$ cat src/hw/rtl/nsf_pkg.sv
// Shared constants and helpers for the NMEA sentence framer.
package nsf_pkg;

   localparam int unsigned NumRegs  = 5;
   localparam int unsigned CsrIdxW  = 3;

   localparam logic [7:0] ChStart = 8'h24;  // '$'
   localparam logic [7:0] ChDelim = 8'h2A;  // '*'
   localparam logic [7:0] ChCr    = 8'h0D;
   localparam logic [7:0] ChLf    = 8'h0A;
   localparam logic [7:0] ChZero  = 8'h30;  // '0'
   localparam logic [7:0] ChLowA  = 8'h61;  // 'a'

   // Register indexes
   localparam logic [CsrIdxW-1:0] RegTalkerFirst  = 3'd0;
   localparam logic [CsrIdxW-1:0] RegTalkerSecond = 3'd1;
   localparam logic [CsrIdxW-1:0] RegSentenceA    = 3'd2;
   localparam logic [CsrIdxW-1:0] RegSentenceB    = 3'd3;
   localparam logic [CsrIdxW-1:0] RegSentenceC    = 3'd4;

   // Reset values: "GPGGA"
   localparam logic [7:0] RstTalkerFirst  = 8'd71;
   localparam logic [7:0] RstTalkerSecond = 8'd80;
   localparam logic [7:0] RstSentenceA    = 8'd71;
   localparam logic [7:0] RstSentenceB    = 8'd71;
   localparam logic [7:0] RstSentenceC    = 8'd65;

   function automatic logic [7:0] hex_lower(input logic [3:0] nib);
      if (nib < 4'd10) begin
         hex_lower = ChZero + {4'd0, nib};
      end else begin
         hex_lower = ChLowA + {4'd0, nib - 4'd10};
      end
   endfunction

endpackage

$ cat src/hw/rtl/nmea_sentence_framer.sv
// NMEA sentence framer top level: request register, character sequencer, output register.
//
// Each request expands into 0 to 12 characters, one per cycle on rsp_ unless
// stalled: the six header characters ('$', talker pair, sentence id triple)
// on the first request of a sentence, then the body byte if req_has_data,
// then '*', two lowercase hex checksum digits, CR and LF (LF with
// rsp_end_of_sentence) if req_last_byte. The checksum is the XOR of all
// characters between '$' and '*'. A request holds the request register until
// its last character enters the output register; body-only requests flow at
// one per cycle while rsp_ready holds, and a request that yields nothing is
// absorbed at acceptance. The character sequencer that walks the slots of a
// held request sets that rate. Header characters come from the csr registers
// (indexes 0..4, others ignored), which must only be written while the framer is idle.
module nmea_sentence_framer (
   input  logic                         clock,
   input  logic                         reset,
   input  logic                         req_valid,
   output logic                         req_ready,
   input  logic [7:0]                   req_data_byte,
   input  logic                         req_has_data,
   input  logic                         req_last_byte,
   output logic                         rsp_valid,
   input  logic                         rsp_ready,
   output logic [7:0]                   rsp_out_byte,
   output logic                         rsp_end_of_sentence,
   input  logic                         csr_valid,
   output logic                         csr_ready,
   input  logic [nsf_pkg::CsrIdxW-1:0]  csr_index,
   input  logic [7:0]                   csr_data
);
   import nsf_pkg::*;

   // Character positions within one request's output burst
   typedef enum logic [3:0] {
      SLOT_START  = 4'd0,
      SLOT_HDR0   = 4'd1,
      SLOT_HDR1   = 4'd2,
      SLOT_HDR2   = 4'd3,
      SLOT_HDR3   = 4'd4,
      SLOT_HDR4   = 4'd5,
      SLOT_DATA   = 4'd6,
      SLOT_DELIM  = 4'd7,
      SLOT_HEX_HI = 4'd8,
      SLOT_HEX_LO = 4'd9,
      SLOT_CR     = 4'd10,
      SLOT_LF     = 4'd11
   } slot_type;

   // configuration registers
   logic [7:0] hdr_ff [NumRegs];

   // sentence state
   logic       in_sentence_ff, in_sentence_in;
   logic [7:0] xor_ff, xor_in;

   // request register
   logic       busy_ff, busy_in;
   slot_type   slot_ff, slot_in;
   logic [7:0] data_ff;
   logic       has_ff, last_ff;
   logic [7:0] chk_ff;

   // output register
   logic       rsp_valid_ff, rsp_valid_in;
   logic [7:0] rsp_byte_ff;
   logic       rsp_eos_ff;

   logic       accept, advance, next_ok, first_ok;
   slot_type   next_slot, first_slot;
   logic [7:0] hdr_xor, xor_base, xor_after;
   logic [7:0] cur_byte;
   logic       cur_eos;

   assign csr_ready = 1'b1;

   always_ff @(posedge clock) begin
      if (reset) begin
         hdr_ff[RegTalkerFirst]  <= RstTalkerFirst;
         hdr_ff[RegTalkerSecond] <= RstTalkerSecond;
         hdr_ff[RegSentenceA]    <= RstSentenceA;
         hdr_ff[RegSentenceB]    <= RstSentenceB;
         hdr_ff[RegSentenceC]    <= RstSentenceC;
      end else if (csr_valid && (csr_index < CsrIdxW'(NumRegs))) begin
         hdr_ff[csr_index] <= csr_data;
      end
   end

   // Sequencer moves one character into the output register when it is free.
   assign advance   = busy_ff && (!rsp_valid_ff || rsp_ready);

   always_comb begin
      next_ok   = 1'b1;
      next_slot = SLOT_START;
      case (slot_ff)
         SLOT_START:  next_slot = SLOT_HDR0;
         SLOT_HDR0:   next_slot = SLOT_HDR1;
         SLOT_HDR1:   next_slot = SLOT_HDR2;
         SLOT_HDR2:   next_slot = SLOT_HDR3;
         SLOT_HDR3:   next_slot = SLOT_HDR4;
         SLOT_HDR4: begin
            if (has_ff) next_slot = SLOT_DATA;
            else if (last_ff) next_slot = SLOT_DELIM;
            else next_ok = 1'b0;
         end
         SLOT_DATA: begin
            if (last_ff) next_slot = SLOT_DELIM;
            else next_ok = 1'b0;
         end
         SLOT_DELIM:  next_slot = SLOT_HEX_HI;
         SLOT_HEX_HI: next_slot = SLOT_HEX_LO;
         SLOT_HEX_LO: next_slot = SLOT_CR;
         SLOT_CR:     next_slot = SLOT_LF;
         default:     next_ok = 1'b0;
      endcase
   end

   // Free when empty or when the held request sends its final character now.
   assign req_ready = !busy_ff || (advance && !next_ok);
   assign accept    = req_valid && req_ready;

   // Checksum and first slot for the incoming request
   assign hdr_xor   = hdr_ff[RegTalkerFirst] ^ hdr_ff[RegTalkerSecond] ^
                      hdr_ff[RegSentenceA] ^ hdr_ff[RegSentenceB] ^ hdr_ff[RegSentenceC];
   assign xor_base  = in_sentence_ff ? xor_ff : hdr_xor;
   assign xor_after = req_has_data ? (xor_base ^ req_data_byte) : xor_base;

   always_comb begin
      first_ok   = 1'b1;
      first_slot = SLOT_START;
      if (!in_sentence_ff) first_slot = SLOT_START;
      else if (req_has_data) first_slot = SLOT_DATA;
      else if (req_last_byte) first_slot = SLOT_DELIM;
      else first_ok = 1'b0;
   end

   always_comb begin
      in_sentence_in = in_sentence_ff;
      xor_in         = xor_ff;
      busy_in        = busy_ff;
      slot_in        = slot_ff;
      if (advance) begin
         busy_in = next_ok;
         slot_in = next_slot;
      end
      if (accept) begin
         in_sentence_in = !req_last_byte;
         xor_in         = req_last_byte ? 8'd0 : xor_after;
         busy_in        = first_ok;
         slot_in        = first_slot;
      end
   end

   // Character for the current slot
   always_comb begin
      cur_byte = ChStart;
      cur_eos  = 1'b0;
      case (slot_ff)
         SLOT_START:  cur_byte = ChStart;
         SLOT_HDR0:   cur_byte = hdr_ff[RegTalkerFirst];
         SLOT_HDR1:   cur_byte = hdr_ff[RegTalkerSecond];
         SLOT_HDR2:   cur_byte = hdr_ff[RegSentenceA];
         SLOT_HDR3:   cur_byte = hdr_ff[RegSentenceB];
         SLOT_HDR4:   cur_byte = hdr_ff[RegSentenceC];
         SLOT_DATA:   cur_byte = data_ff;
         SLOT_DELIM:  cur_byte = ChDelim;
         SLOT_HEX_HI: cur_byte = hex_lower(chk_ff[7:4]);
         SLOT_HEX_LO: cur_byte = hex_lower(chk_ff[3:0]);
         SLOT_CR:     cur_byte = ChCr;
         SLOT_LF: begin
            cur_byte = ChLf;
            cur_eos  = 1'b1;
         end
         default:     cur_byte = ChStart;
      endcase
   end

   assign rsp_valid_in = advance ? 1'b1 : (rsp_valid_ff && !rsp_ready);

   // state, payload and output registers
   always_ff @(posedge clock) begin
      if (reset) begin
         in_sentence_ff <= 1'b0;
         xor_ff         <= 8'd0;
         busy_ff        <= 1'b0;
         slot_ff        <= SLOT_START;
         rsp_valid_ff   <= 1'b0;
      end else begin
         in_sentence_ff <= in_sentence_in;
         xor_ff         <= xor_in;
         busy_ff        <= busy_in;
         slot_ff        <= slot_in;
         rsp_valid_ff   <= rsp_valid_in;
         if (accept) begin
            data_ff <= req_data_byte;
            has_ff  <= req_has_data;
            last_ff <= req_last_byte;
            chk_ff  <= xor_after;
         end
         if (advance) begin
            rsp_byte_ff <= cur_byte;
            rsp_eos_ff  <= cur_eos;
         end
      end
   end

   assign rsp_valid           = rsp_valid_ff;
   assign rsp_out_byte        = rsp_byte_ff;
   assign rsp_end_of_sentence = rsp_eos_ff;

endmodule
$ cat config.mk
export PLATFORM = sky130hd
export DESIGN_NAME = nmea_sentence_framer
export DESIGN_NICKNAME = d
export VERILOG_FILES = /design/src/hw/rtl/nsf_pkg.sv /design/src/hw/rtl/nmea_sentence_framer.sv
export SDC_FILE = /design/constraint.sdc
export NUM_CORES = 1
export LEC_CHECK = 0
export BUFFER_PORTS_ARGS = -buffer_cell sky130_fd_sc_hd__buf_2
export CAP_MARGIN = 10
export CORE_ASPECT_RATIO = 0.7
export CORE_MARGIN = 2
export CORE_UTILIZATION = 28
export DETAILED_ROUTE_END_ITERATION = 10
export GPL_ROUTABILITY_DRIVEN = 0
export PLACE_DENSITY = 0.53
export SYNTH_ARGS = -nofsm -noshare
export SYNTH_HDL_FRONTEND = slang
export SYNTH_SLANG_ARGS = --single-unit
$ cat constraint.sdc
create_clock -name clock -period 3.2 [get_ports clock]
set_clock_uncertainty 0.15 [all_clocks]
set_input_delay 0.64 -clock clock [delete_from_list [all_inputs] [get_ports clock]]
set_output_delay 0.64 -clock clock [all_outputs]
set_load 0.1 [all_outputs]
# Yosys cells after proc, flatten, opt, wreduce, memory -nomap -nowiden
# Memories as Yosys holds them, arrays and structs flattened.
# Index checks and enable logic that the tools add are counted.
# Widths: inputs -> output; s select.
# word_totals
reg_bits	42
ram_bits	40
in_bits	26
output_inout_bits	12
wordCells	88
mem_count	1
# classes
addsub	6
n_lt_le_gt_ge	3
eq_ne	11
muxes	32
bitwise_logic	6
n_reduce_logical	18
# mem_list
name	words	word_bits	rd	rd_clocked_by_memory_dff	write_ports	line_no	text
hdr_ff	5	8	5	0	5	nmea_sentence_framer.sv:50	logic [7:0] hdr_ff [NumRegs];
# op_table
cell	count
$pmux 8 s11	1
$mux 8	6
$pmux 4 s11	1
$xor 8x8->8	5
$mux 3	6
$add 7x4->8 const A	2
$eq 4x3->1 const B	4
$eq 4x4->1 const B	4
$mux 1	15
$add 6x4->7 const A	2
$reduce_or 9->1	1
$eq 4x2->1 const B	2
$lt 4x4->1 const B	2
$mux 4	2
$reduce_or 8->1	1
$sub 4x4->4 const B	2
$logic_and 1x1->1	5
$logic_not 1->1	5
$eq 4x1->1 const B	1
$logic_not 4->1	1
$reduce_and 2->1	2
$lt 3x3->1 const B	1
$pmux 1 s3	1
$logic_or 1x1->1	2
other kinds (2)	2

# Longest topological paths before layout
# An unclocked memory read counts as a cell.
# depth
ltp_word	9
ltp_mapped	9
mapped_depth_nobuf	7

# Least setup slack after synthesis
# OpenSTA, ideal clock, no wires.
# synth_timing
path_type	flip-flop to output port
start	reg slot_ff[2]
end	out req_ready
arrival_ps	2431
required_ps	2410
slack_ps	-21
path_stages_with_launch	8
path_buffers	1
path_cell_list	dfxtp_1 > inv_1 > ha_1 > buf_6 > nor2b_4 > or3_4 > a2111oi_4 > nand2b_1
# synth_via
elab_chain_cells	6
word_cells_on_any_way	16
classes_between	10 x eq/ne; 1 x mux; 5 x reduce/logical
# synth_rtl
element	line_no	text
start: declaration	nmea_sentence_framer.sv:58	slot_type slot_ff, slot_in;
start signal: assignment	nmea_sentence_framer.sv:191	slot_ff <= slot_in;
$eq 4x4->1 (tied with other cells)	nmea_sentence_framer.sv:94	case (slot_ff)
$reduce_or 9->1 (no source line)	--	
$pmux 1 s3 (*)	nmea_sentence_framer.sv:94	
$logic_not 1->1 (*)	nmea_sentence_framer.sv:118	assign req_ready = !busy_ff || (advance && !next_ok);
$logic_and 1x1->1 (*)	nmea_sentence_framer.sv:118	
$logic_or 1x1->1 (*)	nmea_sentence_framer.sv:118	
end: declaration	nmea_sentence_framer.sv:18	output logic req_ready,
# Mark *: on every way between the ends. The rest lies on a longest branch, timed or not.

# Worst setup path after layout
# layout_timing
start	reg slot_ff[3]
end	out req_ready
# The elaborated chain is that of the path after synthesis.

==> impl_metrics.toml <==
[run_status]
status = "finished clean"

[job]
drv_cap = 0

[layout]
fillCellCount = 1559
drive_gt1_share_pct = 18.9
layout.cells.non_filler = 644
multiInputGateArea_sq_mm = 0.00208
area_delta_synth_final_pct = 16.6
final_common_cell = "edfxtp_1"
antenna_cells = 0
finalInstanceArea_sq_mm = 0.00529
final_cell_mix = "edfxtp_1, buf_2, nand2_1, and2_1, a21oi_1"
seq_area_sq_mm = 0.00231
nets = 474

[routing]
drt_iter0_markers = 309
via_count = 3197
firstDrtPassIters = 5
drtAntennaViolNets = 0
drc = 0
routedWlPerCell_um = 17.5
drt_wl_total_mm = 11.2
via_per_inst = 4.96

[sta]
tightest_slew_ns = 0.776
slew_violations = 0
fmax_mhz = 321
finalSetupTns_ns = 0
final-setup-viol-count = 0
setup_ws_ns = 0.0888
hold_violations = 0
relSlewSlack_pct = 47.7
finalCritPeriodShare_pct = 97.2
min_period_ns = 3.11

[grt]
antenna_found_initial = 0
grt_max_degree = 21
grt_pass1_wl_mm = 18.1
grt-ovfl-total = 0
grt_use_total_pct = 13.9
grt_pass1_vias = 3154

[setup_path]
critPathArrivalTime_ns = 2.32
end_kind = "output pin"
r2r_slack_ns = 0.65
cp_max_fo = 6
start_kind = "register"
required_ns = 2.41
path_class = "reg -> out"

[power]
p_comb_share_pct = 22.7
power.density_mw_per_mm2 = 560
power.switching_uw = 917
ir_drop_mv = 0.220
leakagePower_nw = 1.94
p_int_mw = 2.04
clockPowerShare_pct = 32.8
p_sw_share_pct = 31.0
power.total_mw = 2.96
power_frac_seq_pct = 44.5

[yosys]
synth_seq_area_share_pct = 51.0
syn_nets = 430
synth-edff-count = 67
synth-main-ff-cell = "edfxtp_1"
synth-seq-cells = 82
synthCells = 395
yosys.cell_types.count = 61
synth_top_area_share_pct = 44.4
synth_area_leader_cell = "edfxtp_1"
ys_top_cells_by_area = "edfxtp_1, dfxtp_1, xnor3_1, and2_1, xnor2_1"
ys_warn_count = 0
async_flop_share_pct = 0
avgSynthCellArea_sq_um = 11.5
synth_area_sq_mm = 0.00453

[clock_tree]
clock_path_buffers = 2
ctsRootBufferMaster = "clkbuf_16"
cts_hold_buffers = 0
clk_pin_slew_worst_paths_ns = 0.06
htreeDepth = 3
cts_tree = "done"
cts_sinks = 82
cts_made_buffers = 9
insertion_delay_ns = 0.34

[die]
start_util_pct = 28.9
boundaryPins = 38
core_sq_mm = 0.0157
die_y_um = 110
rows = 38
die_width_um = 156
die-area_sq_mm = 0.0172

[place]
detailedPlace.worstSlack_ns = 0.309
placed_area_sq_mm = 0.00500
hpwlAfterDp_mm = 8.98
dpl.cell_count = 627
portBuffers = 36

[min_path]
hold_path_class = "reg -> reg"
-- worst max-delay path, stage by stage (launching register included) --
cell,delay (ns)
dfxtp_1,0.34
inv_1,0.08
ha_2,0.24
and3_1,0.22
or3_4,0.35
a2111oi_4,0.35
nand2b_2,0.22
buf_12,0.18
-- timing repair --
item                       in CTS  in global routing
gates resized for setup         0                  1
pin swaps                       1                  1
setup endpoints to repair       1                  1
setup buffers                   0                  1
cloned                          0                  0
-- per-stage QoR --
stage               utilization, %  hold slack [ns]
floorplan                        -            0.282
global placement              31.9            0.296
detailed placement            31.9            0.302
CTS                           33.6            0.318
global route                  33.7            0.330
finish                        33.7            0.316
-- kinds of logic (layout without fill, tap and decap cells) --
kind of cell | after synthesis | after routing | share of synthesized area [%]
AND/OR/NAND/NOR | 129 | 129 | 15.4
AO/OA/AOI/OAI | 86 | 86 | 14.4
flip-flops | 82 | 82 | 51.0
XOR/XNOR | 38 | 38 | 9.77
buffers and inverters | 35 | 84 | 3.23
multiplexers | 15 | 15 | 3.64
adder cells (fa/ha/maj) | 9 | 9 | 2.48
other | 1 | 1 | 0.0827
-- metal layers --
| layer | up-vias | GRT usage, % | wire length [um] | share of wire [%] |
|---|---|---|---|---|
| met4 | 0 | 3.73 | 174 | 1.5 |
| li1 | 1537 | - | - | - |
| met2 | 91 | 19.7 | 4750 | 42 |
| met1 | 1552 | 20.7 | 5740 | 51 |
| met5 | - | 0 | 0 | 0 |
| met3 | 17 | 3.57 | 588 | 5.2 |
-- registers in the layout (all words and copies together), names as in the netlist --
| signal | count |
|---|---|
| in_sentence_ff | 1 |
| slot_ff | 4 |
| chk_ff | 8 |
| has_ff | 1 |
| last_ff | 1 |
| data_ff | 8 |
| hdr_ff | 40 |
| busy_ff | 1 |
| rsp_end_of_sentence | 1 |
| xor_ff | 8 |
| rsp_valid | 1 |
| rsp_out_byte | 8 |
-- synthesized netlist by cell type (all sizes together) (10+ instances only) --
library cell  instances
a21oi                19
edfxtp               67
nand2b               15
xor2                 13
mux2i                12
o21ai                13
nor2                 15
xnor2                17
dfxtp                15
inv                  18
clkbuf               10
nand2                32
and2                 28
-- final timing paths --
path	start	end	depth (start not counted)
setup / recovery	slot_ff[3]$_SDFFE_PP0P_	req_ready	7
hold / removal	xor_ff[5]$_SDFFE_PP0P_	xor_ff[5]$_SDFFE_PP0P_	1
setup reg to reg	slot_ff[3]$_SDFFE_PP0P_	data_ff[1]$_DFFE_PP_	8
hold reg to reg	xor_ff[5]$_SDFFE_PP0P_	xor_ff[5]$_SDFFE_PP0P_	1
-- cell type report --
cell class	count	area share (%)
flip-flops and latches	82	43.8
multi-input cells	278	39.4
repair buffers	49	5.54
well taps	200	4.73
clock buffers	9	4.26
inverters	19	1.35
clock inverters	7	0.994
-- power groups by stage --
stage | logic, mW | registers (mW) | clock network, mW
floorplan | 0.449 | 1.36 | 0
global placement | 0.654 | 1.34 | 0
detailed placement | 0.666 | 1.34 | 0
CTS | 0.668 | 1.32 | 0.990
global route | 0.736 | 1.33 | 1.04
finish | 0.674 | 1.32 | 0.971
No activity file was read; power rests on OpenSTA's default activity.
